==> src/sv/go_back_n_sender_window_defines.svh <==
// Assertion macros for the Go-Back-N sender window.
// Taken in by `include; no dependencies of its own.
`ifndef GO_BACK_N_SENDER_WINDOW_DEFINES_SVH
`define GO_BACK_N_SENDER_WINDOW_DEFINES_SVH
`ifndef SYNTH
// Same-cycle implication, disabled during reset.
`define GBN_ASSERT_IMP(label, clk, rst, ante, cons) \
  label: assert property (@(posedge clk) disable iff (rst) (ante) |-> (cons)) \
    else $error("assertion failed");
// Next-cycle implication, disabled during reset.
`define GBN_ASSERT_NXT(label, clk, rst, ante, cons) \
  label: assert property (@(posedge clk) disable iff (rst) (ante) |=> (cons)) \
    else $error("assertion failed");
`else
`define GBN_ASSERT_IMP(label, clk, rst, ante, cons)
`define GBN_ASSERT_NXT(label, clk, rst, ante, cons)
`endif
`endif

==> src/sv/gbn_pkg.sv <==
// Shared types, widths and codes for the Go-Back-N sender window.
// No dependencies; compiled first.
`timescale 1ns / 1ps
package gbn_pkg;

  localparam int WINDOW_SIZE  = 4;
  localparam int SEQ_BITS     = 3;
  localparam int SLOT_BITS    = 2;
  localparam int CNT_BITS     = 3;
  localparam int PAYLOAD_BITS = 64;
  localparam int KIND_BITS    = 2;
  localparam int STATUS_BITS  = 3;
  localparam int TCMD_BITS    = 2;

  typedef logic [SEQ_BITS-1:0]     seq_t;
  typedef logic [SLOT_BITS-1:0]    slot_t;
  typedef logic [CNT_BITS-1:0]     cnt_t;
  typedef logic [PAYLOAD_BITS-1:0] payload_t;
  typedef logic [KIND_BITS-1:0]    kind_t;

  localparam kind_t KIND_SEND    = 2'd0;
  localparam kind_t KIND_ACK     = 2'd1;
  localparam kind_t KIND_TIMEOUT = 2'd2;

  typedef enum logic [STATUS_BITS-1:0] {
    ST_SENT        = 3'd0,
    ST_RESENT      = 3'd1,
    ST_REFUSED     = 3'd2,
    ST_ACK_OK      = 3'd3,
    ST_ACK_IGNORED = 3'd4
  } status_t;

  typedef enum logic [TCMD_BITS-1:0] {
    TMR_NONE    = 2'd0,
    TMR_START   = 2'd1,
    TMR_STOP    = 2'd2,
    TMR_RESTART = 2'd3
  } tcmd_t;

  typedef enum logic {
    S_IDLE = 1'b0,
    S_EMIT = 1'b1
  } state_t;

endpackage

==> src/sv/gbn_in_if.sv <==
// Valid/ready channel carrying one input item of the Go-Back-N sender.
// Depends on gbn_pkg.
`timescale 1ns / 1ps
interface gbn_in_if;
  logic                     valid;
  logic                     ready;
  gbn_pkg::kind_t           kind;
  gbn_pkg::payload_t        payload_word;
  gbn_pkg::seq_t            ack_num;
  logic                     ack_checksum_ok;
  gbn_pkg::seq_t            timeout_seq;

  modport source (output valid, kind, payload_word, ack_num, ack_checksum_ok, timeout_seq,
                  input ready);
  modport sink (input valid, kind, payload_word, ack_num, ack_checksum_ok, timeout_seq,
                output ready);
endinterface

==> src/sv/gbn_out_if.sv <==
// Valid/ready channel carrying one result item of the Go-Back-N sender.
// Depends on gbn_pkg.
`timescale 1ns / 1ps
interface gbn_out_if;
  logic                              valid;
  logic                              ready;
  logic [gbn_pkg::STATUS_BITS-1:0]   status;
  gbn_pkg::seq_t                     seq_num;
  gbn_pkg::payload_t                 packet_payload;
  logic [gbn_pkg::TCMD_BITS-1:0]     timer_cmd;
  gbn_pkg::seq_t                     timer_seq;
  logic                              window_full;
  logic                              last;

  modport source (output valid, status, seq_num, packet_payload, timer_cmd, timer_seq,
                  window_full, last, input ready);
  modport sink (input valid, status, seq_num, packet_payload, timer_cmd, timer_seq,
                window_full, last, output ready);
endinterface

==> src/sv/gbn_ram.sv <==
// Generic single-port-write, single-port-read RAM with registered read data.
// No dependencies.
`timescale 1ns / 1ps
module gbn_ram #(
  parameter int WIDTH = 8,
  parameter int DEPTH = 4,
  localparam int AW = (DEPTH > 1) ? $clog2(DEPTH) : 1
) (
  input  logic             clk,
  input  logic             wr_en,
  input  logic [AW-1:0]    wr_addr,
  input  logic [WIDTH-1:0] wr_data,
  input  logic             rd_en,
  input  logic [AW-1:0]    rd_addr,
  output logic [WIDTH-1:0] rd_data
);

  logic [WIDTH-1:0] mem [DEPTH];

  always_ff @(posedge clk) begin
    if (wr_en) begin
      mem[wr_addr] <= wr_data;
    end
    if (rd_en) begin
      rd_data <= mem[rd_addr];
    end
  end

endmodule

==> src/sv/go_back_n_sender_window.sv <==
// Go-Back-N sender window: top level with window control and payload store.
// Depends on gbn_pkg, gbn_in_if, gbn_out_if, gbn_ram and the defines header.
//
// Usage: items arrive on req (valid/ready); results leave on rsp (valid/ready).
// A send item stores its payload and emits a new packet, or is refused when
// four are outstanding. An ack item with a good checksum for an outstanding
// packet releases every packet up to it and issues the timer command; any
// other ack is reported as ignored. A timeout resends every outstanding
// packet, oldest first, as a burst of up to four beats; only the last beat
// has last set. Unknown kinds and a timeout on an empty window give no beat.
// A send or ack result is registered and shows on rsp in the cycle after
// its item is accepted; the first resend of a timeout passes through the
// RAM read register and then the output register. Sends and acks are taken
// one per cycle while rsp does not stall. A timeout holds req until its
// burst is done, one resend per cycle while rsp does not stall, paced by
// the single read port of the payload RAM.
// Reset clears the window (base, next sequence number and count) and the
// output valid flag; the payload RAM is not cleared and needs no sweep.
// When the receiver stalls, the result is held and req takes no new item
// until the pending beat has left.
`timescale 1ns / 1ps
`include "go_back_n_sender_window_defines.svh"
module go_back_n_sender_window (
  input logic       clk,
  input logic       rst,
  gbn_in_if.sink    req,
  gbn_out_if.source rsp
);

  gbn_pkg::state_t   state, state_next;
  gbn_pkg::seq_t     base_seq, next_seq;
  gbn_pkg::cnt_t     count;
  gbn_pkg::slot_t    idx;
  gbn_pkg::cnt_t     nres;
  gbn_pkg::seq_t     tseq;

  logic              out_valid;
  gbn_pkg::status_t  out_status;
  gbn_pkg::seq_t     out_seq;
  gbn_pkg::payload_t out_payload;
  gbn_pkg::tcmd_t    out_tcmd;
  gbn_pkg::seq_t     out_tseq;
  logic              out_full;
  logic              out_last;

  logic              acc, free, full;
  logic              is_send, is_ack, is_timeout;
  gbn_pkg::seq_t     ack_off;
  gbn_pkg::cnt_t     rel, count_after_ack;
  logic              ack_good;

  gbn_pkg::status_t  imm_status;
  gbn_pkg::seq_t     imm_seq;
  gbn_pkg::payload_t imm_payload;
  gbn_pkg::tcmd_t    imm_tcmd;
  gbn_pkg::seq_t     imm_tseq;
  logic              imm_full;

  logic              last_rs;
  logic              load_imm, load_rs, load_out;
  logic              mem_we, mem_re;
  gbn_pkg::slot_t    mem_raddr;
  gbn_pkg::payload_t mem_rdata;

  assign free       = !out_valid || rsp.ready;
  assign acc        = req.valid && req.ready;
  assign full       = (count == gbn_pkg::cnt_t'(gbn_pkg::WINDOW_SIZE));
  assign is_send    = (req.kind == gbn_pkg::KIND_SEND);
  assign is_ack     = (req.kind == gbn_pkg::KIND_ACK);
  assign is_timeout = (req.kind == gbn_pkg::KIND_TIMEOUT);

  // Offset of the acked packet from the head; it is outstanding when the
  // offset lies below the count.
  assign ack_off         = req.ack_num - base_seq;
  assign ack_good        = (gbn_pkg::cnt_t'(ack_off) < count) && req.ack_checksum_ok;
  assign rel             = gbn_pkg::cnt_t'(ack_off) + gbn_pkg::cnt_t'(1);
  assign count_after_ack = count - rel;

  assign last_rs = (gbn_pkg::cnt_t'(idx) + gbn_pkg::cnt_t'(1) == nres);

  // Result of a send or an ack, decided in the accepting cycle.
  always_comb begin
    imm_status  = gbn_pkg::ST_ACK_IGNORED;
    imm_seq     = req.ack_num;
    imm_payload = '0;
    imm_tcmd    = gbn_pkg::TMR_NONE;
    imm_tseq    = '0;
    imm_full    = full;
    if (is_send) begin
      if (full) begin
        imm_status = gbn_pkg::ST_REFUSED;
        imm_seq    = '0;
      end else begin
        imm_status  = gbn_pkg::ST_SENT;
        imm_seq     = next_seq;
        imm_payload = req.payload_word;
        imm_full    = (count + gbn_pkg::cnt_t'(1) == gbn_pkg::cnt_t'(gbn_pkg::WINDOW_SIZE));
        if (count == '0) begin
          imm_tcmd = gbn_pkg::TMR_START;
          imm_tseq = next_seq;
        end
      end
    end else if (ack_good) begin
      imm_status = gbn_pkg::ST_ACK_OK;
      imm_full   = 1'b0;
      if (count_after_ack != '0) begin
        imm_tcmd = gbn_pkg::TMR_RESTART;
        imm_tseq = req.ack_num + gbn_pkg::seq_t'(1);
      end else begin
        imm_tcmd = gbn_pkg::TMR_STOP;
        imm_tseq = base_seq;
      end
    end
  end

  // Next state.
  always_comb begin
    state_next = state;
    case (state)
      gbn_pkg::S_IDLE: begin
        if (acc && is_timeout && count != '0) begin
          state_next = gbn_pkg::S_EMIT;
        end
      end
      gbn_pkg::S_EMIT: begin
        if (free && last_rs) begin
          state_next = gbn_pkg::S_IDLE;
        end
      end
      default: state_next = gbn_pkg::S_IDLE;
    endcase
  end

  // Outputs of the controller: handshake, output loads and RAM controls.
  always_comb begin
    req.ready = 1'b0;
    load_imm  = 1'b0;
    load_rs   = 1'b0;
    mem_we    = 1'b0;
    mem_re    = 1'b0;
    mem_raddr = base_seq[gbn_pkg::SLOT_BITS-1:0];
    case (state)
      gbn_pkg::S_IDLE: begin
        req.ready = free;
        load_imm  = acc && (is_send || is_ack);
        mem_we    = acc && is_send && !full;
        mem_re    = acc && is_timeout;
      end
      gbn_pkg::S_EMIT: begin
        load_rs = free;
        // Fetch the following packet as the current one moves out.
        mem_re    = free && !last_rs;
        mem_raddr = base_seq[gbn_pkg::SLOT_BITS-1:0] + idx + gbn_pkg::slot_t'(1);
      end
      default: begin
        req.ready = 1'b0;
      end
    endcase
  end

  assign load_out = load_imm || load_rs;

  // Packets live at the slot given by the low bits of their sequence number.
  gbn_ram #(
    .WIDTH (gbn_pkg::PAYLOAD_BITS),
    .DEPTH (gbn_pkg::WINDOW_SIZE)
  ) u_payload_ram (
    .clk     (clk),
    .wr_en   (mem_we),
    .wr_addr (next_seq[gbn_pkg::SLOT_BITS-1:0]),
    .wr_data (req.payload_word),
    .rd_en   (mem_re),
    .rd_addr (mem_raddr),
    .rd_data (mem_rdata)
  );

  always_ff @(posedge clk) begin
    if (rst) begin
      state     <= gbn_pkg::S_IDLE;
      base_seq  <= '0;
      next_seq  <= '0;
      count     <= '0;
      idx       <= '0;
      out_valid <= 1'b0;
    end else begin
      state <= state_next;
      if (load_out) begin
        out_valid <= 1'b1;
      end else if (rsp.ready) begin
        out_valid <= 1'b0;
      end
      if (acc && is_send && !full) begin
        next_seq <= next_seq + gbn_pkg::seq_t'(1);
        count    <= count + gbn_pkg::cnt_t'(1);
      end
      if (acc && is_ack && ack_good) begin
        base_seq <= req.ack_num + gbn_pkg::seq_t'(1);
        count    <= count_after_ack;
      end
      if (acc && is_timeout) begin
        idx <= '0;
      end else if (load_rs) begin
        idx <= idx + gbn_pkg::slot_t'(1);
      end
    end
  end

  always_ff @(posedge clk) begin
    if (acc && is_timeout) begin
      nres <= count;
      tseq <= req.timeout_seq;
    end
    if (load_imm) begin
      out_status  <= imm_status;
      out_seq     <= imm_seq;
      out_payload <= imm_payload;
      out_tcmd    <= imm_tcmd;
      out_tseq    <= imm_tseq;
      out_full    <= imm_full;
      out_last    <= 1'b1;
    end else if (load_rs) begin
      out_status  <= gbn_pkg::ST_RESENT;
      out_seq     <= base_seq + gbn_pkg::seq_t'(idx);
      out_payload <= mem_rdata;
      out_tcmd    <= (idx == '0) ? gbn_pkg::TMR_RESTART : gbn_pkg::TMR_NONE;
      out_tseq    <= (idx == '0) ? tseq : '0;
      out_full    <= full;
      out_last    <= last_rs;
    end
  end

  assign rsp.valid          = out_valid;
  assign rsp.status         = out_status;
  assign rsp.seq_num        = out_seq;
  assign rsp.packet_payload = out_payload;
  assign rsp.timer_cmd      = out_tcmd;
  assign rsp.timer_seq      = out_tseq;
  assign rsp.window_full    = out_full;
  assign rsp.last           = out_last;

  // The window never holds more than its size, and the sequence span
  // between head and next number always equals the outstanding count.
  `GBN_ASSERT_IMP(a_count_bound, clk, rst, 1'b1,
                  count <= gbn_pkg::cnt_t'(gbn_pkg::WINDOW_SIZE))
  `GBN_ASSERT_IMP(a_span_matches_count, clk, rst, 1'b1,
                  gbn_pkg::cnt_t'(gbn_pkg::seq_t'(next_seq - base_seq)) == count)
  `GBN_ASSERT_IMP(a_no_accept_in_burst, clk, rst, state == gbn_pkg::S_EMIT, !req.ready)
  `GBN_ASSERT_NXT(a_burst_starts, clk, rst, acc && is_timeout && count != '0,
                  state == gbn_pkg::S_EMIT && out_valid == $past(out_valid && !rsp.ready))
  `GBN_ASSERT_NXT(a_burst_ends, clk, rst, load_rs && last_rs,
                  state == gbn_pkg::S_IDLE && out_valid && out_last)

endmodule
==> src/flat_wrapper.sv <==
// flat-port wrapper written by rule: the top's interface ports become plain ports
module go_back_n_sender_window_flat 
  (clk, rst, req_valid, req_kind, req_payload_word, req_ack_num, req_ack_checksum_ok, req_timeout_seq, req_ready, rsp_valid, rsp_status, rsp_seq_num, rsp_packet_payload, rsp_timer_cmd, rsp_timer_seq, rsp_window_full, rsp_last, rsp_ready);
  gbn_in_if req_i ();
  gbn_out_if rsp_i ();
  input logic clk;
  input logic rst;
  input wire logic [$bits(req_i.valid)-1:0] req_valid;
  input wire logic [$bits(req_i.kind)-1:0] req_kind;
  input wire logic [$bits(req_i.payload_word)-1:0] req_payload_word;
  input wire logic [$bits(req_i.ack_num)-1:0] req_ack_num;
  input wire logic [$bits(req_i.ack_checksum_ok)-1:0] req_ack_checksum_ok;
  input wire logic [$bits(req_i.timeout_seq)-1:0] req_timeout_seq;
  output wire logic [$bits(req_i.ready)-1:0] req_ready;
  output wire logic [$bits(rsp_i.valid)-1:0] rsp_valid;
  output wire logic [$bits(rsp_i.status)-1:0] rsp_status;
  output wire logic [$bits(rsp_i.seq_num)-1:0] rsp_seq_num;
  output wire logic [$bits(rsp_i.packet_payload)-1:0] rsp_packet_payload;
  output wire logic [$bits(rsp_i.timer_cmd)-1:0] rsp_timer_cmd;
  output wire logic [$bits(rsp_i.timer_seq)-1:0] rsp_timer_seq;
  output wire logic [$bits(rsp_i.window_full)-1:0] rsp_window_full;
  output wire logic [$bits(rsp_i.last)-1:0] rsp_last;
  input wire logic [$bits(rsp_i.ready)-1:0] rsp_ready;
  assign req_i.valid = req_valid;
  assign req_i.kind = req_kind;
  assign req_i.payload_word = req_payload_word;
  assign req_i.ack_num = req_ack_num;
  assign req_i.ack_checksum_ok = req_ack_checksum_ok;
  assign req_i.timeout_seq = req_timeout_seq;
  assign req_ready = req_i.ready;
  assign rsp_valid = rsp_i.valid;
  assign rsp_status = rsp_i.status;
  assign rsp_seq_num = rsp_i.seq_num;
  assign rsp_packet_payload = rsp_i.packet_payload;
  assign rsp_timer_cmd = rsp_i.timer_cmd;
  assign rsp_timer_seq = rsp_i.timer_seq;
  assign rsp_window_full = rsp_i.window_full;
  assign rsp_last = rsp_i.last;
  assign rsp_i.ready = rsp_ready;
  go_back_n_sender_window u_core (.clk(clk), .rst(rst), .req(req_i), .rsp(rsp_i));
endmodule
==> config.mk <==
export PLATFORM = sky130hd
export DESIGN_NAME = go_back_n_sender_window_flat
export DESIGN_NICKNAME = d
export VERILOG_FILES = /design/src/sv/gbn_pkg.sv /design/src/sv/gbn_in_if.sv /design/src/sv/gbn_out_if.sv /design/src/sv/gbn_ram.sv /design/src/sv/go_back_n_sender_window.sv /design/src/flat_wrapper.sv
export VERILOG_INCLUDE_DIRS = /design/src /design/src/sv
export SDC_FILE = /design/constraint.sdc
export NUM_CORES = 1
export LEC_CHECK = 0
export ABC_AREA = 1
export ABC_CLOCK_PERIOD_IN_PS = 6500
export BUFFER_PORTS_ARGS = -buffer_cell sky130_fd_sc_hd__buf_2
export CORE_MARGIN = 3
export CORE_UTILIZATION = 45
export DETAILED_ROUTE_END_ITERATION = 8
export PLACE_DENSITY_LB_ADDON = 0.15
export SLEW_MARGIN = 10
export SYNTH_ARGS = -nofsm -noshare
export SYNTH_HDL_FRONTEND = slang
export SYNTH_SLANG_ARGS = --single-unit
==> constraint.sdc <==
create_clock -name clk -period 6.5 [get_ports clk]
set_input_delay 0.65 -clock clk [delete_from_list [all_inputs] [get_ports clk]]
set_output_delay 0.65 -clock clk [all_outputs]
set_load 0.005 [all_outputs]
==> reports/metrics.csv, run 1 <==
stage;metric;value;unit
run_status;status;finished clean;
finish;area_growth;15.24;%
routing;vias_per_cell;5.309;
global_route;overflow;0;
clock_tree;postCtsSetupRepairBufs;0;
global_route;grt_pass1_vias;8765;
setup_path;start_kind;register;
place;port-buffer-count;155;
sta;worst_slew_pin_slew;1182;ps
setup_path;cp-endpoint;u_core.u_payload_ram.rd_data[57];
clock_tree;ctsLongestPathBuffers;3;
logic_synthesis;synthArstFlopShare;0;
sta;layout_setup_ws;3110;ps
logic_synthesis;yosysSeqAreaShare;0.7625;
setup_path;critPathMaxFanout;129;
setup_path;reg2regPathDepth;9;
setup_path;rrSetupSlack;3110;ps
global_route;grtUsageMet3;0.03435;
floorplan;core_area;34970;um^2
setup_path;end_kind;register;
logic_synthesis;netlist_instances;972;
finish;nets;1232;
routing;antenna_left;0;
sta;setup_violations;0;
global_route;use_met2;0.2755;
power;peakVddDrop;0.1824;mV
clock_tree;h-tree-depth;2;
power;swShare;0.2094;
clock_tree;holdBufCountCts;0;
logic_synthesis;netlist.area_leader.share;0.7452;
sta;hold_viol_final;0;
setup_path;arrival;3630;ps
floorplan;num_io_pins;156;
logic_synthesis;netlist.top_cell.by_area;edfxtp_1;
power;combPwrFrac;0.061;
floorplan;start_util;0.4633;
routing;vias;8600;
floorplan;die_h;195.7;um
run;max-cap-violations;0;
finish;seqCellArea;12350;um^2
sta;maxSlewViolCount;0;
global_route;grtUsageMet1;0.2467;
place;finalWeightedCongestion;0.7988;
power;power_switching;0.001200;W
logic_synthesis;ys.flop_type;edfxtp_1;
logic_synthesis;synth_nets;1070;
power;power_leakage;6.365;nW
floorplan;dieArea;38310;um^2
global_route;grt_usage;0.1726;
setup_path;worstPathRequired;6740;ps
sta;rsz0062_at_grt;no;
sta;tns;0;ps
place;pre_cts_ws;2782;ps
sta;slew_headroom;0.2103;
logic_synthesis;avgSynthCellArea;16.67;um^2
floorplan;dieWidth;195.7;um
clock_tree;cts_resized;0;
global_route;grt_max_degree;130;
clock_tree;clk-insertion-delay-late;530;ps
clock_tree;clk_pin_slew_worst_paths;60;ps
global_route;grt_pass1_wl;51730;um
setup_path;timing.rr.start;u_core.idx[0];
global_route;top_usage_layer;met2;
power;power_density;306.9;nW/um^2
floorplan;rows;68;
logic_synthesis;synth_area;16200;um^2
power;seqPwrFrac;0.535;
logic_synthesis;synth_area_leaders;edfxtp_1, mux2i_1, a22o_1, o211ai_1, dfxtp_1;
finish;multi_input_area;3401;um^2
hold_path;hp-class;input pin to register;
logic_synthesis;synth-seq-cells;416;
sta;fin_crit_sh;0.5216;
sta;fin_skew;16.08;ps
power;p_int;0.004529;W
sta;min_period;3390;ps
routing;drc_errors;0;
routing;wirelength;33220;um
clock_tree;clock_sinks;416;
global_route;antenna_found_initial;2;
setup_path;reg2reg_to;u_core.u_payload_ram.rd_data[57];
finish;fillers;2881;
place;hpwl;18780;um
power;pwr-share-clk;0.404;
logic_synthesis;synth_edf_count;402;
clock_tree;clockRootBuffer;clkbuf_16;
sta;max_freq;295.0;MHz
sta;whs;307.3;ps
setup_path;cp-startpoint;u_core.idx[0];
setup_path;crit_type;register to register;
routing;drt_pass1_iterations;5;
logic_synthesis;synth_cell_types;33;
routing;wl_per_cell;20.50;um
routing;drt_iter0_drc;594;
finish;drive_above_1_share;0.2208;
logic_synthesis;yosysWarnings;0;
clock_tree;cts_buffers;43;
clock_tree;cts_tree;built;
==> flip-flops by register name, indices dropped and copies added, names as in the netlist, 2 cells and up <==
name	flops
u_core.rsp.status	3
u_core.rsp.seq_num	3
u_core.idx	2
u_core.rsp.timer_seq	3
u_core.rsp.packet_payload	64
u_core.count	3
u_core.tseq	3
u_core.nres	3
u_core.u_payload_ram.mem	256
u_core.next_seq	3
u_core.base_seq	3
u_core.rsp.timer_cmd	2
u_core.u_payload_ram.rd_data	64
==> synthesized netlist by cell type, drive strengths merged (14+ instances only) <==
| cell type | n |
|---|---|
| a22o | 64 |
| buf | 41 |
| dfxtp | 14 |
| edfxtp | 402 |
| ha | 18 |
| inv | 41 |
| mux2i | 64 |
| nand2 | 47 |
| nor2 | 18 |
| o211ai | 68 |
| o21ai | 80 |
| or2 | 64 |
==> per-layer routing <==
metal | up-vias | wire [um]
li1 | 4067 | -
met1 | 4305 | 15390
met2 | 180 | 15610
met3 | 46 | 1539
met4 | 2 | 658
met5 | - | 13
==> area by class of cell <==
| type | instances | area share |
|---|---|---|
| multi-input combinational | 465 | 0.1822 |
| timing repair buffer | 167 | 0.04705 |
| tap | 455 | 0.03050 |
| clock buffer | 58 | 0.06173 |
| clock inverter | 17 | 0.008378 |
| antenna | 1 | 0.0001340 |
| inverter | 41 | 0.008378 |
| sequential | 416 | 0.6617 |
==> worst max-delay path, cell delays in order (launching register included) <==
cell      delay, ps
dfxtp_1         420
inv_1           110
ha_1            300
inv_1            70
nand2_1         120
nand2_8         690
inv_2           430
buf_4           460
o211ai_1        280
o21ai_1         100
==> power by group through the flow <==
stage                     clock network [W]  logic [W]  registers [W]
after floorplan                           0   0.000205        0.00313
after global placement                    0   0.000355        0.00312
after detailed placement                  0   0.000359        0.00312
after CTS                           0.00237   0.000362        0.00306
after global routing                0.00247   0.000394        0.00307
final                               0.00231   0.000351        0.00306
==> layout by cell type (no fill, tap or decap), types with 5 or more instances in the layout <==
cell       instances
nor2_1            12
or2_0             13
o21ai_1           48
nand3_1           10
or2_2             18
clkbuf_16         43
clkbuf_1          13
or2_1             33
mux2i_1           64
clkinv_1           8
nor2_4             5
o21ai_0           30
inv_1             37
buf_2            155
edfxtp_1         402
a21oi_1           11
ha_1              18
xor2_1             5
nand2_1           42
o211ai_1          68
a22o_1            64
buf_4             11
dfxtp_1           14
xnor2_1            5
==> kinds of logic after synthesis <==
logic type                 count (synthesis)  share of synthesized area
AOI/OAI and AO/OA                        224                    0.09493
xor gates and xnor gates                  10                   0.005406
adders and majority gates                 21                    0.01761
buffers and inverters                     91                    0.03236
DFF                                      416                     0.7625
muxes                                     64                    0.03955
and+or+nand+nor                          146                    0.04766
==> stage by stage <==
step | std cells | util | cell area (um^2) | total power [W]
finish | 1620 | 0.5338 | 18670 | 0.005729
global route | 1620 | 0.5338 | 18670 | 0.005936
CTS | 1618 | 0.5332 | 18650 | 0.005791
detailed placement | 1543 | 0.4958 | 17340 | 0.003479
global placement | 1543 | 0.4958 | 17340 | 0.003474
floorplan | 972 | - | 16200 | 0.003333
==> worst min-delay path by stage <==
stage | start | endpoint | slack, ps | depth (start not counted)
6_report | req_timeout_seq[0] | u_core.tseq[0] | 310 | 1
5_1_grt | req_timeout_seq[0] | u_core.tseq[0] | 290 | 1
4_1_cts | req_timeout_seq[0] | u_core.tseq[0] | 280 | 1
3_5_place_dp | u_core.rsp.last | u_core.rsp.last | 470 | 2
3_3_place_gp | u_core.rsp.last | u_core.rsp.last | 470 | 2
2_1_floorplan | u_core.count[2] | u_core.nres[2] | 450 | 0
No activity file was read; power rests on OpenSTA's default activity.
==> run 2, diff against run 1 <==
--- a/config.mk
+++ b/config.mk
@@ -6,8 +6,8 @@
 export SDC_FILE = /design/constraint.sdc
 export NUM_CORES = 1
 export LEC_CHECK = 0
-export ABC_AREA = 1
-export ABC_CLOCK_PERIOD_IN_PS = 6500
+export ABC_AREA = 0
+export ABC_CLOCK_PERIOD_IN_PS = 3400
 export BUFFER_PORTS_ARGS = -buffer_cell sky130_fd_sc_hd__buf_2
 export CORE_MARGIN = 3
 export CORE_UTILIZATION = 45
==> constraint.sdc (replaced) <==
create_clock -name clk -period 3.4 [get_ports clk]
set_input_delay 0.34 -clock clk [delete_from_list [all_inputs] [get_ports clk]]
set_output_delay 0.34 -clock clk [all_outputs]
set_load 0.005 [all_outputs]
==> reports/metrics.csv, run 2 <==
stage;metric;value;unit;change
power;swShare;0.2007;;-0.008781
routing;vias_per_cell;5.549;;+4.5%
finish;fillers;2673;;-7.2%
logic_synthesis;synth.most_common_cell;edfxtp_1;;
floorplan;rows;67;;-1.5%
floorplan;die_h;192.2;um;-1.8%
clock_tree;ctsLongestPathBuffers;3;;unchanged
clock_tree;clk_pin_slew_worst_paths;60;ps;about the same
global_route;grt_pass1_wl;50460;um;-2.5%
sta;fin_crit_sh;0.8849;;+0.3633
logic_synthesis;ys.flop_type;edfxtp_1;;
logic_synthesis;netlist_instances;716;;-26%
clock_tree;postCtsSetupRepairBufs;0;;unchanged
logic_synthesis;synth_area_leaders;edfxtp_1, mux4_2, a22o_1, dfxtp_1, ha_1;;
logic_synthesis;synth_xor_area_frac;0.007302;;+0.001895
power;power_density;599.9;nW/um^2;+95%
clock_tree;cts_tree;built;;
place;finalWeightedCongestion;0.8059;;+0.89%
clock_tree;holdBufCountCts;3;;+3
run;max-cap-violations;0;;unchanged
logic_synthesis;netlist.area_leader.share;0.7741;;+0.02894
power;combPwrFrac;0.049;;-0.012
finish;multi_input_area;3034;um^2;-11%
sta;rsz0062_at_grt;no;;
hold_path;min_from;req_payload_word[35];;
power;seqPwrFrac;0.526;;-0.009
setup_path;critPathMaxFanout;6;;-95%
floorplan;dieWidth;192.2;um;-1.8%
logic_synthesis;synth-adder-area-share;0.01829;;+0.0006839
logic_synthesis;synth_top_cells_by_count;edfxtp_1, a22o_1, mux4_2;;
setup_path;worstPathRequired;3680;ps;-3060 ps
finish;largest_reg_flops;256;;unchanged
setup_path;start_kind;register;;
clock_tree;h-tree-depth;2;;unchanged
hold_path;hp-class;input pin to register;;
place;port-buffer-count;155;;unchanged
place;placed_cell_area;17000;um^2;-1.9%
sta;setup_violations;0;;unchanged
setup_path;cpMaxStageDelayCell;fa_1;;
global_route;grt_pass1_vias;8136;;-7.2%
power;power_leakage;6.389;nW;+0.37%
logic_synthesis;synth_edf_count;402;;unchanged
clock_tree;cts_resized;0;;unchanged
logic_synthesis;synth-seq-cells;416;;unchanged
sta;worst_slew_pin_slew;725.7;ps;-456.0 ps
setup_path;crit_buf_inv;2;;-2
logic_synthesis;avgSynthCellArea;21.78;um^2;+31%
sta;hold_viol_final;0;;unchanged
clock_tree;clockRootBuffer;clkbuf_16;;
setup_path;arrival;3290;ps;-340 ps
routing;vias;7686;;-11%
floorplan;core_area;33870;um^2;-3.1%
global_route;overflow;0;;unchanged
routing;drc_errors;0;;unchanged
routing;wirelength;33460;um;+0.74%
power;peakVddDrop;0.3565;mV;+95%
finish;nets;1001;;-19%
routing;drt_pass1_iterations;5;;unchanged
sta;min_period;3009;ps;-381.5 ps
setup_path;cp-startpoint;u_core.base_seq[0];;
setup_path;critPathTopFamily;adder cells;;
logic_synthesis;synth_mux_area_frac;0.09781;;+0.05826
clock_tree;clock_sinks;416;;unchanged
finish;drive_above_1_share;0.3376;;+0.1168
finish;area_growth;18.44;%;
floorplan;dieArea;36920;um^2;-3.6%
finish;final_cell_mix;edfxtp_1, buf_2, a22o_1, mux4_2, clkbuf_16;;
setup_path;cp_cell_sequence;ha_1 > inv_1 > fa_1 > inv_1 > fa_1 > xor2_1 > or3_1 > a221o_1;;
logic_synthesis;synth_cell_types;42;;+27%
run_status;status;finished clean;;
power;pwr-share-clk;0.425;;+0.021
finish;fin_area;18470;um^2;-1.1%
clock_tree;cts_buffers;43;;unchanged
logic_synthesis;yosysSeqAreaShare;0.7921;;+0.02961
sta;fin_skew;12.98;ps;-3.104 ps
logic_synthesis;synth_top_family_by_area;multiplexers;;
place;hpwl;19140;um;+2.0%
floorplan;num_io_pins;156;;unchanged
logic_synthesis;synthArstFlopShare;0;;unchanged
logic_synthesis;yosysWarnings;0;;unchanged
logic_synthesis;netlist.top_cell.by_area;edfxtp_1;;
clock_tree;clk-insertion-delay-late;530;ps;about the same
setup_path;cpPeakStageDelay;530;ps;-160 ps
sta;maxSlewViolCount;0;;unchanged
global_route;grt_usage;0.1832;;+0.01068
sta;tns;0;ps;unchanged
routing;wl_per_cell;24.16;um;+18%
logic_synthesis;synth_nets;814;;-24%
global_route;grt_max_degree;65;;-50%
setup_path;end_kind;register;;
global_route;antenna_found_initial;6;;+4
finish;seqCellArea;12350;um^2;unchanged
sta;max_freq;332.4;MHz;+13%
routing;drt_iter0_drc;496;;-16%
sta;slew_headroom;0.5162;;+0.3059
logic_synthesis;yosys.area_share.simple;0.01894;;-0.02872
finish;final_common_cell;edfxtp_1;;
floorplan;start_util;0.4604;;-0.002820
setup_path;crit_type;register to register;;
finish;regMostFlops;u_core.u_payload_ram.mem;;
logic_synthesis;synth_compound_area_frac;0.04862;;-0.04630
routing;antenna_left;0;;unchanged
logic_synthesis;synth_area;15590;um^2;-3.7%
setup_path;timing.rr.start;u_core.base_seq[0];;
power;p_int;0.008857;W;+96%
power;power_switching;0.002223;W;+85%
[run 2: power by group through the flow]
stage                     clock network [W]  registers [W]  logic (W)
after floorplan                           0        0.00594   0.000280
after global placement                    0        0.00593   0.000543
after detailed placement                  0        0.00593   0.000554
after CTS                           0.00484        0.00583   0.000561
after global routing                0.00504        0.00584   0.000602
final                               0.00471        0.00583   0.000546
[run 2: cells by family after synthesis]
group,after synthesis
AO/OA/AOI/OAI,93
XOR/XNOR,13
adder cells (fa/ha/maj),21
buffers and inverters,48
flip-flops,416
multiplexers,72
AND/OR/NAND/NOR,53
[run 2: routing by layer]
layer	part of all wire	up-vias	global-route usage
li1	-	3350	-
met5	0.0017	-	0
met3	0.064	52	0.04034
met4	0.016	10	0.04063
met1	0.43	4025	0.2566
met2	0.49	249	0.2982
[run 2: per-stage QoR]
step | utilization | setup slack, ps | power (W) | hold slack [ps] | instances
after floorplan | - | 83.38 | 0.006216 | 417.4 | 716
after global placement | 0.5019 | 473.1 | 0.006474 | 511.0 | 1303
after detailed placement | 0.5019 | 423.0 | 0.006489 | 523.1 | 1303
after CTS | 0.5453 | 389.1 | 0.01122 | 20.85 | 1384
after global routing | 0.5453 | 252.9 | 0.01148 | 29.39 | 1384
final | 0.5453 | 391.2 | 0.01108 | 43.66 | 1385
[run 2: cell type report]
cell class | count | area share
Clock buffer | 55 | 0.06409
Multi-Input combinational cell | 252 | 0.1643
Clock inverter | 23 | 0.01375
Timing Repair Buffer | 176 | 0.05569
Tap cell | 448 | 0.03035
Antenna cell | 1 | 0.0001355
Sequential cell | 416 | 0.6688
Inverter | 14 | 0.002913
[run 2: final timing paths]
kind	endpoint	slack, ps	cells after the start
worst max-delay path	u_core.rsp.timer_cmd[0]	390	8
worst max register to register	u_core.rsp.timer_cmd[0]	390	8
worst min-delay path	u_core.u_payload_ram.mem[1][35]	40	1
worst min register to register	u_core.rsp.last	530	1
==> run 3, diff against run 2 <==
--- a/config.mk
+++ b/config.mk
@@ -13,6 +13,7 @@
 export CORE_UTILIZATION = 45
 export DETAILED_ROUTE_END_ITERATION = 8
 export PLACE_DENSITY_LB_ADDON = 0.15
+export RECOVER_POWER = 50
 export SLEW_MARGIN = 10
 export SYNTH_ARGS = -nofsm -noshare
 export SYNTH_HDL_FRONTEND = slang
==> reports/metrics.csv, run 3 (synthesis results as in run 2) <==
stage;metric;value;unit;change
setup_path;crit_cells;8;;unchanged
clock_tree;clk-insertion-delay-late;530;ps;about the same
power;combPwrFrac;0.047;;-0.002
setup_path;start_kind;register;;
sta;whs;62.93;ps;+19.27 ps
setup_path;critPathMaxFanout;6;;unchanged
place;port-buffer-count;155;;unchanged
clock_tree;cts_buffers;43;;unchanged
floorplan;start_util;0.4604;;unchanged
finish;instances_no_fill;1385;;unchanged
sta;rsz0062_at_grt;no;;
place;dp.cells;1303;;unchanged
routing;vias_per_cell;5.531;;-0.33%
clock_tree;postCtsSetupRepairBufs;0;;unchanged
finish;fillers;2744;;+2.7%
sta;max_freq;331.8;MHz;-0.16%
sta;worst_slew_pin_slew;1452;ps;+726.7 ps
power;pwr-share-clk;0.426;;about the same
setup_path;reg2regPathDepth;8;;unchanged
finish;largest_reg_flops;256;;unchanged
finish;nets;1001;;unchanged
finish;regMostFlops;u_core.u_payload_ram.mem;;
sta;maxSlewViolCount;0;;unchanged
routing;drt_pass1_iterations;5;;unchanged
finish;final_common_cell;edfxtp_1;;
floorplan;dieWidth;192.2;um;unchanged
hold_path;min_path_cells;2;;+1
sta;tns;0;ps;unchanged
power;swShare;0.2018;;+0.001185
sta;hold_viol_final;0;;unchanged
finish;drive_above_1_share;0.2083;;-0.1293
finish;final_util;0.5398;;-0.005504
setup_path;crit_type;register to register;;
power;seqPwrFrac;0.527;;about the same
hold_path;hp-class;input pin to register;;
place;hpwl;19140;um;unchanged
place;pre_cts_ws;423.0;ps;unchanged
place;finalWeightedCongestion;0.8059;;unchanged
sta;fin_crit_sh;0.8863;;+0.001392
finish;final_cell_mix;edfxtp_1, clkbuf_1, a22o_1, mux4_2, clkbuf_16;;
routing;vias;7661;;-0.33%
power;power_leakage;6.052;nW;-5.3%
floorplan;die_h;192.2;um;unchanged
run;max-cap-violations;0;;unchanged
finish;seqCellArea;12350;um^2;unchanged
routing;wl_per_cell;24.17;um;about the same
setup_path;end_kind;register;;
routing;wirelength;33480;um;about the same
global_route;grt_pass1_vias;8136;;unchanged
power;power_switching;0.002234;W;+0.48%
sta;fin_skew;13.85;ps;+0.8664 ps
setup_path;cpPeakStageDelay;530;ps;about the same
floorplan;num_io_pins;156;;unchanged
clock_tree;ctsLongestPathBuffers;3;;unchanged
power;power_density;605.4;nW/um^2;+0.91%
clock_tree;clk_pin_slew_worst_paths;60;ps;about the same
setup_path;critPathTopFamily;adder cells;;
sta;layout_setup_ws;386.5;ps;-4.734 ps
finish;area_growth;17.24;%;
routing;drt_iter0_drc;473;;-4.6%
setup_path;cpMaxStageDelayCell;fa_1;;
run_status;status;finished clean;;
clock_tree;h-tree-depth;2;;unchanged
global_route;antenna_found_initial;2;;-4
sta;min_period;3013;ps;+4.734 ps
sta;slew_headroom;0.03170;;-0.4845
setup_path;cp_cell_sequence;ha_1 > inv_1 > fa_1 > inv_1 > fa_1 > xor2_1 > or3_1 > a221o_1;;
floorplan;core_area;33870;um^2;unchanged
power;p_int;0.008834;W;-0.25%
floorplan;rows;67;;unchanged
setup_path;arrival;3290;ps;about the same
finish;multi_input_area;3004;um^2;-0.99%
power;peakVddDrop;0.3559;mV;-0.16%
setup_path;worstPathRequired;3680;ps;about the same
global_route;grt_pass1_wl;50460;um;unchanged
clock_tree;clockRootBuffer;clkbuf_16;;
routing;drc_errors;0;;unchanged
clock_tree;clock_sinks;416;;unchanged
global_route;overflow;0;;unchanged
global_route;grt_usage;0.1832;;unchanged
sta;setup_violations;0;;unchanged
setup_path;crit_buf_inv;2;;unchanged
routing;antenna_left;0;;unchanged
global_route;grt_max_degree;65;;unchanged
clock_tree;cts_tree;built;;
floorplan;dieArea;36920;um^2;unchanged
## run 3: final timing paths
check | start | endpoint | slack (ps)
setup / recovery | u_core.base_seq[0] | u_core.rsp.timer_cmd[0] | 390
hold / removal | req_ack_num[0] | u_core.base_seq[0] | 60
setup reg to reg | u_core.base_seq[0] | u_core.rsp.timer_cmd[0] | 390
hold reg to reg | u_core.rsp.last | u_core.rsp.last | 530
## run 3: layer usage
metal  vias to the layer above  GRT usage  wire length [um]
met5                         -          0                13
met1                      4047     0.2566             14460
li1                       3349          -                 -
met4                         2    0.04063               512
met2                       221     0.2982             16530
met3                        42    0.04034              1961
## run 3: final cells by class
class / instances / share of cell area
Timing Repair Buffer: 176 / 0.04770
Antenna cell: 1 / 0.0001369
Tap cell: 448 / 0.03066
Clock inverter: 23 / 0.01389
Multi-Input combinational cell: 252 / 0.1643
Sequential cell: 416 / 0.6756
Inverter: 14 / 0.002943
Clock buffer: 55 / 0.06474
## run 3: worst register-to-register path, stage by stage (launching register included)
cell     delay (ps)
dfxtp_1         510
ha_1            210
inv_1            50
fa_1            530
inv_1            70
fa_1            390
xor2_1          190
or3_1           450
a221o_1         370
## run 3: power groups by stage
stage	clock network [W]	logic, W	registers (W)
global placement	0	0.000543	0.00593
floorplan	0	0.000280	0.00594
global route	0.00504	0.000576	0.00584
detailed placement	0	0.000554	0.00593
finish	0.00472	0.000521	0.00583
CTS	0.00484	0.000561	0.00583
## run 3: repair_timing
| item | CTS | global route |
|---|---|---|
| hold buffers | 3 | 0 |
| setup endpoints to repair | 0 | 0 |
| endpoints found under the hold margin | 3 | 0 |
| resized for setup | 0 | 0 |
## run 3: per-stage QoR
step | area [um^2] | total power (W)
floorplan | 15600 | 0.006216
global placement | 17000 | 0.006474
detailed placement | 17000 | 0.006489
CTS | 18470 | 0.01122
global route | 18280 | 0.01145
finish | 18280 | 0.01107
